**config.mk**
```make
export PLATFORM = sky130hd
export DESIGN_NAME = ife_ctrl
export DESIGN_NICKNAME = d
export VERILOG_FILES = /design/src/hw/rtl/ife_pkg.sv /design/src/hw/rtl/ife_ctrl.sv
export SDC_FILE = /design/constraint.sdc
export NUM_CORES = 1
export LEC_CHECK = 0
export BUFFER_PORTS_ARGS = -buffer_cell sky130_fd_sc_hd__buf_2
export CORE_UTILIZATION = 65
export CTS_CLUSTER_SIZE = 14
export DETAILED_ROUTE_END_ITERATION = 8
export MAX_ROUTING_LAYER = met4
export PLACE_DENSITY_LB_ADDON = 0.05
export SYNTH_ARGS = -nofsm -noshare
export SYNTH_HDL_FRONTEND = slang
export SYNTH_SLANG_ARGS = --single-unit
export TNS_END_PERCENT = 30
```
**constraint.sdc**
```tcl
create_clock -name clock -period 5.74 [get_ports clock]
set_input_delay 0.861 -clock clock [delete_from_list [all_inputs] [get_ports clock]]
set_output_delay 0.861 -clock clock [all_outputs]
set_load 0.03 [all_outputs]
```
**src/hw/rtl/ife_pkg.sv**
```systemverilog
package ife_pkg;

   localparam int MAX_WIDTH    = 128;
   localparam int MAX_HEIGHT   = 128;
   localparam int MAX_CHANNELS = 4;

   // counter widths; the store uses power-of-two pitches per axis
   localparam int COL_W  = (MAX_WIDTH > 1) ? $clog2(MAX_WIDTH) : 1;
   localparam int ROW_W  = (MAX_HEIGHT > 1) ? $clog2(MAX_HEIGHT) : 1;
   localparam int CHN_W  = (MAX_CHANNELS > 1) ? $clog2(MAX_CHANNELS) : 1;
   localparam int ADDR_W = ROW_W + COL_W + CHN_W;

   // widths able to hold the clamped sizes themselves
   localparam int WL_W = $clog2(MAX_WIDTH + 1);
   localparam int HL_W = $clog2(MAX_HEIGHT + 1);
   localparam int NL_W = $clog2(MAX_CHANNELS + 1);

   localparam int SAMPLE_W  = 8;
   localparam int CSR_IDX_W = 2;
   localparam int CSR_DAT_W = 8;

   typedef enum logic {
      OP_LOAD = 1'b0,
      OP_READ = 1'b1
   } op_type;

   typedef enum logic [1:0] {
      FLIP_VERT = 2'd0,
      FLIP_HORZ = 2'd1,
      FLIP_BOTH = 2'd2
   } flip_mode_type;

   typedef enum logic [CSR_IDX_W-1:0] {
      CSR_FRAME_WIDTH  = 2'd0,
      CSR_FRAME_HEIGHT = 2'd1,
      CSR_CHANNELS     = 2'd2,
      CSR_FLIP_MODE    = 2'd3
   } csr_index_type;

   typedef struct packed {
      logic                op;
      logic [SAMPLE_W-1:0] sample_in;
   } req_type;

   typedef struct packed {
      logic [SAMPLE_W-1:0] sample_out;
      logic                last;
      logic                not_ready;
   } rsp_type;

   typedef struct packed {
      logic [7:0] frame_width;
      logic [7:0] frame_height;
      logic [2:0] channels;
      logic [1:0] flip_mode;
   } cfg_type;

   typedef struct packed {
      logic [ROW_W-1:0] row;
      logic [COL_W-1:0] col;
      logic [CHN_W-1:0] chan;
   } pos_type;

   typedef struct packed {
      pos_type pos;
      logic    wrap;
   } adv_type;

   // memory access issued by the sequencer
   typedef struct packed {
      logic                wr_en;
      logic                rd_en;
      logic [ADDR_W-1:0]   addr;
      logic [SAMPLE_W-1:0] wdata;
   } mem_req_type;

   // what travels alongside a read towards the output
   typedef struct packed {
      logic is_read;
      logic last;
      logic not_ready;
   } rd_info_type;

endpackage

```
**src/hw/rtl/ife_ctrl.sv**
```systemverilog
module ife_ctrl
   import ife_pkg::*;
(
   input  logic                 clock,
   input  logic                 reset,
   input  logic                 accept,
   input  req_type              req,
   input  logic                 csr_write,
   input  logic [CSR_IDX_W-1:0] csr_index,
   input  logic [CSR_DAT_W-1:0] csr_wdata,
   output mem_req_type          mem_req,
   output rd_info_type          rd_info
);

   cfg_type cfg_ff, cfg_in;
   pos_type load_ff, load_in;
   pos_type read_ff, read_in;
   logic    full_ff, full_in;

   logic [WL_W-1:0] lim_w;
   logic [HL_W-1:0] lim_h;
   logic [NL_W-1:0] lim_n;
   logic            vflip, hflip;
   pos_type         ld_pos;
   adv_type         ld_adv, rd_adv;
   logic [HL_W-1:0] mir_row;
   logic [WL_W-1:0] mir_col;
   logic [ROW_W-1:0] src_row;
   logic [COL_W-1:0] src_col;

   function automatic adv_type advance(pos_type p, logic [WL_W-1:0] w,
                                       logic [HL_W-1:0] h, logic [NL_W-1:0] n);
      adv_type a;
      a.pos  = p;
      a.wrap = 1'b0;
      if ((CHN_W+1)'(p.chan) + 1'b1 < (CHN_W+1)'(n)) begin
         a.pos.chan = p.chan + 1'b1;
      end else begin
         a.pos.chan = '0;
         if ((COL_W+1)'(p.col) + 1'b1 < (COL_W+1)'(w)) begin
            a.pos.col = p.col + 1'b1;
         end else begin
            a.pos.col = '0;
            if ((ROW_W+1)'(p.row) + 1'b1 < (ROW_W+1)'(h)) begin
               a.pos.row = p.row + 1'b1;
            end else begin
               a.pos.row = '0;
               a.wrap    = 1'b1;
            end
         end
      end
      return a;
   endfunction

   // size registers: zero acts as one, oversize saturates
   always_comb begin
      if (cfg_ff.frame_width == '0) begin
         lim_w = WL_W'(1);
      end else if (32'(cfg_ff.frame_width) > MAX_WIDTH) begin
         lim_w = WL_W'(MAX_WIDTH);
      end else begin
         lim_w = WL_W'(cfg_ff.frame_width);
      end
      if (cfg_ff.frame_height == '0) begin
         lim_h = HL_W'(1);
      end else if (32'(cfg_ff.frame_height) > MAX_HEIGHT) begin
         lim_h = HL_W'(MAX_HEIGHT);
      end else begin
         lim_h = HL_W'(cfg_ff.frame_height);
      end
      if (cfg_ff.channels == '0) begin
         lim_n = NL_W'(1);
      end else if (32'(cfg_ff.channels) > MAX_CHANNELS) begin
         lim_n = NL_W'(MAX_CHANNELS);
      end else begin
         lim_n = NL_W'(cfg_ff.channels);
      end
   end

   assign vflip = (cfg_ff.flip_mode == FLIP_VERT) || (cfg_ff.flip_mode == FLIP_BOTH);
   assign hflip = (cfg_ff.flip_mode == FLIP_HORZ) || (cfg_ff.flip_mode == FLIP_BOTH);

   // a load after a full frame restarts at the origin
   assign ld_pos = full_ff ? pos_type'('0) : load_ff;
   assign ld_adv = advance(ld_pos, lim_w, lim_h, lim_n);
   assign rd_adv = advance(read_ff, lim_w, lim_h, lim_n);

   assign mir_row = lim_h - HL_W'(1) - HL_W'(read_ff.row);
   assign mir_col = lim_w - WL_W'(1) - WL_W'(read_ff.col);
   assign src_row = (vflip && (HL_W'(read_ff.row) < lim_h)) ? mir_row[ROW_W-1:0]
                                                             : read_ff.row;
   assign src_col = (hflip && (WL_W'(read_ff.col) < lim_w)) ? mir_col[COL_W-1:0]
                                                             : read_ff.col;

   always_comb begin
      cfg_in  = cfg_ff;
      load_in = load_ff;
      read_in = read_ff;
      full_in = full_ff;

      mem_req.wr_en = 1'b0;
      mem_req.rd_en = 1'b0;
      mem_req.addr  = {ld_pos.row, ld_pos.col, ld_pos.chan};
      mem_req.wdata = req.sample_in;

      rd_info.is_read   = 1'b0;
      rd_info.last      = 1'b0;
      rd_info.not_ready = 1'b0;

      if (csr_write) begin
         case (csr_index)
            CSR_FRAME_WIDTH:  cfg_in.frame_width  = csr_wdata;
            CSR_FRAME_HEIGHT: cfg_in.frame_height = csr_wdata;
            CSR_CHANNELS:     cfg_in.channels     = csr_wdata[2:0];
            CSR_FLIP_MODE:    cfg_in.flip_mode    = csr_wdata[1:0];
            default:          cfg_in = cfg_ff;
         endcase
      end

      if (accept) begin
         if (req.op == OP_LOAD) begin
            mem_req.wr_en = 1'b1;
            load_in       = ld_adv.pos;
            if (ld_adv.wrap) begin
               full_in = 1'b1;
               read_in = '0;
            end else if (full_ff) begin
               full_in = 1'b0;
               read_in = '0;
            end
         end else begin
            rd_info.is_read = 1'b1;
            if (!full_ff) begin
               rd_info.not_ready = 1'b1;
            end else begin
               mem_req.rd_en = 1'b1;
               mem_req.addr  = {src_row, src_col, read_ff.chan};
               rd_info.last  = rd_adv.wrap;
               read_in       = rd_adv.pos;
               if (rd_adv.wrap) begin
                  full_in = 1'b0;
                  load_in = '0;
               end
            end
         end
      end
   end

   always_ff @(posedge clock) begin
      if (reset) begin
         cfg_ff.frame_width  <= 8'd128;
         cfg_ff.frame_height <= 8'd128;
         cfg_ff.channels     <= 3'd3;
         cfg_ff.flip_mode    <= FLIP_VERT;
         load_ff             <= '0;
         read_ff             <= '0;
         full_ff             <= 1'b0;
      end else begin
         cfg_ff  <= cfg_in;
         load_ff <= load_in;
         read_ff <= read_in;
         full_ff <= full_in;
      end
   end

endmodule

```
==> key figures <==
Outcome
  – Status: finished, violations left
  – Failing checks: design-rule violations

Detailed routing
  – Via/cell ratio: 6.22
  – WL met1: 5650 um
  – Antenna viol nets, final: 0
  – DR DRC count: 2
  – Met3 routed wirelength: 920 um
  – Detailed-route via count: 4357
  – Routed WL per cell: 17.6 um
  – First DRT Iteration DRCs: 291
  – Wirelength, routed: 12300 um
  – WL met2: 5470 um
  – Top sig layer: met4
  – DR pass1 iterations: 7

CTS
  – Clock buffer count from CTS: 5
  – Post-cts resize count: 0
  – Sink Count: 54
  – Clock-pin slew on the worst setup and hold paths: 0.11 ns
  – TritonCTS clock tree: done
  – Post-CTS Setup Inserts: 0
  – Worst-skew pair later-pin latency: 0.32 ns
  – Cts-stage hold buffer count: 0
  – Root buffer cell: clkbuf_8
  – CTS Buffer Depth: 2
  – Htree depth: 2

Floorplan
  – Die ar.: 7840 um2
  – CORE AREA: 7250 um2
  – Starting Density: 67.1%
  – Die Span Y: 88.5 um
  – I/O pin count: 52
  – Cell Rows: 31
  – Die width: 88.5 um

Power
  – Gate power share: 22.0%
  – Sequential Power Share: 48.8%
  – P per Cell Area: 158 nW/um2
  – Switch share: 33.1%
  – Total leakage power: 2.47 nW
  – P_sw: 268 uW
  – Power Internal: 542 uW
  – Power Total: 810 uW
  – Largest vdd supply drop: 0.141 mV
  – Clock group share of total power: 29.2%

Critical path
  – Worst Path Required: 4.88 ns
  – CP peak stage delay: 0.42 ns
  – CP delay by family, top: simple AND/OR/NAND/NOR gates
  – Crit-path slowest cell: fa_1
  – Critical Setup Path Class: reg -> out
  – Worst setup EP type: primary output
  – Critical path cell sequence: nor4_1, a21oi_1, nor2_1, ha_1, inv_1, fa_1, a21oi_1, o21bai_1, a21oi_1, o211ai_1, nand2_1, mux2i_1, o2bb2ai_1, buf_2
  – Crit path buf inv count: 2
  – Crit start category: register
  – Crit-path most repeated cell: a21oi_1
  – CP Data Arrival Time: 3.41 ns
  – Largest fanout on the critical path: 9

STA
  – Max-slew violations: 0
  – Worst Skew: 0.0118 ns
  – RSZ-0062 raised after global routing: no
  – Hold Vio Cnt, Final: 0
  – Max Clk Rate: 234 MHz
  – Setup TNS: 0 ns
  – Slew HR: 48.2%
  – Fin crit share: 74.4%
  – Worst slew pin tran: 0.778 ns
  – Hold WS: 0.500 ns
  – Final setup violation count: 0
  – Final Critical Period: 4.27 ns
  – Setup WS post-layout: 1.47 ns

Synthesis
  – Post-synthesis mux area share: 7.02%
  – Ys Warns: 0
  – Fraction of registers with async set or reset after synthesis: 0%
  – Number of enable flip-flop cells after synthesis: 0
  – Post-Synth XOR/XNOR Area: 6.04%
  – Post-synthesis cell count: 583
  – Seq cells post-synth: 54
  – Largest family of logic cells by synthesized area: compound AO/OA/AOI/OAI gates
  – Synth Area in Compound Gates: 21.7%
  – Synthesized area: 4870 um2
  – Synth Area in Simple Gates: 19.2%
  – Mean Syn Cell Area: 8.35 um2
  – Most used flip-flop cell after synthesis: dfxtp_1
  – Adder and majority gate portion of the synthesized area: 16.8%
  – Syn Nets: 670
  – Post-synth cell types: 79
  – Seq/Total Area, Yosys: 22.2%

Placement
  – DP Area: 5030 um2
  – PortBufs: 35
  – Setup WS pre-CTS: 1.88 ns
  – DPL Wire Length: 9650 um
  – Gpl congestion: 0.940
  – Dpl cells: 692

Layout
  – Net count, final: 687
  – Fin area: 5130 um2
  – ANT cells: 0
  – Final core occ: 70.7%
  – Commonest non-fill, non-tap cell in the layout: ha_1
  – Final std cells w/o fill: 700
  – Layout cells sized above 1: 12.6%
  – Most frequent cells in the layout: ha_1, dfxtp_1, inv_1, nor2_1, nand2_1
  – Synth-to-Final Area Change: 5.40%

Global routing
  – Pin count of the biggest net entering global routing: 39
  – First-pass GRT wire length: 19200 um
  – Vias in the first global route: 3896
  – Initial antenna violation count: 0
  – GRT overflow: 0
  – All-Layer GR Usage: 33.2%

Min path
  – Worst hold path type: reg -> reg

Flow run
  – Max cap viols: 0
==> cells by family (layout without fill, tap and decap cells) <==
group,count (synthesis),count (layout)
flip-flops,54,54
multiplexers,34,34
AND/OR/NAND/NOR,179,179
adder cells (fa/ha/maj),64,64
AO/OA/AOI/OAI,140,140
buffers and inverters,80,98
XOR/XNOR,32,32
==> layer usage <==
| metal | vias to the layer above | global-route usage (%) |
|---|---|---|
| met5 | - | - |
| met4 | 0 | 11.3 |
| met3 | 36 | 4.66 |
| met2 | 170 | 49.1 |
| met1 | 2042 | 46.3 |
| li1 | 2109 | - |
==> power by group through the flow <==
stage                     clock [mW]  sequential [mW]  combinational (mW)
after CTS                      0.240            0.395               0.176
after global placement             0            0.404               0.172
after floorplan                    0            0.401               0.144
final                          0.237            0.395               0.179
after detailed placement           0            0.403               0.176
after global routing           0.252            0.396               0.195
==> synth_stat cells, types with 9 or more instances <==
master    instances  area, um2
a21oi_1          31        155
nor2_1           49        184
a21o_1           18        135
clkbuf_1         12       45.0
xor2_1           10       87.6
xnor2_1          21        184
a22o_1           10       87.6
nand2_1          42        158
inv_1            49        184
dfxtp_1          54       1080
mux2i_1          33        330
nor2b_1           9       56.3
nand3_1          24        120
o21ai_0          13       65.1
o21ai_1          10       50.1
ha_1             62        776
==> worst reg2reg max path, stage by stage (launching register included) <==
cell	delay (ns)
dfxtp_1	0.57
nor2b_1	0.39
ha_1	0.30
nand3_1	0.16
or3_1	0.37
a21oi_1	0.22
ha_1	0.18
nand2_1	0.05
o21bai_1	0.29
a21o_1	0.16
o311ai_4	0.21
o32ai_4	0.48
nor2_2	0.09
a221o_1	0.38
==> path summary, 6_finish.rpt <==
kind | end | from | cells past startpoint | slack, ns
min | load_ff[0] | load_ff[0] | 2 | 0.50
max reg2reg | read_ff[14] | full_ff | 13 | 1.80
min reg2reg | load_ff[0] | load_ff[0] | 2 | 0.50
max | mem_req[14] | cfg_ff[15] | 14 | 1.47
==> cell type report <==
class                           count  area, um2
Fill cell                         605       2120
Clock buffer                        5       68.8
Sequential cell                    54       1080
Inverter                           53        199
Timing Repair Buffer               37        190
Tap cell                           99        124
Clock inverter                      3       28.8
Multi-Input combinational cell    449       3440
==> state kept, by name, summed over array words and instances, names as in the netlist <==
signal and count:
cfg_ff 21, load_ff 16, read_ff 16, full_ff 1
Power figures use the tool's default switching activity.
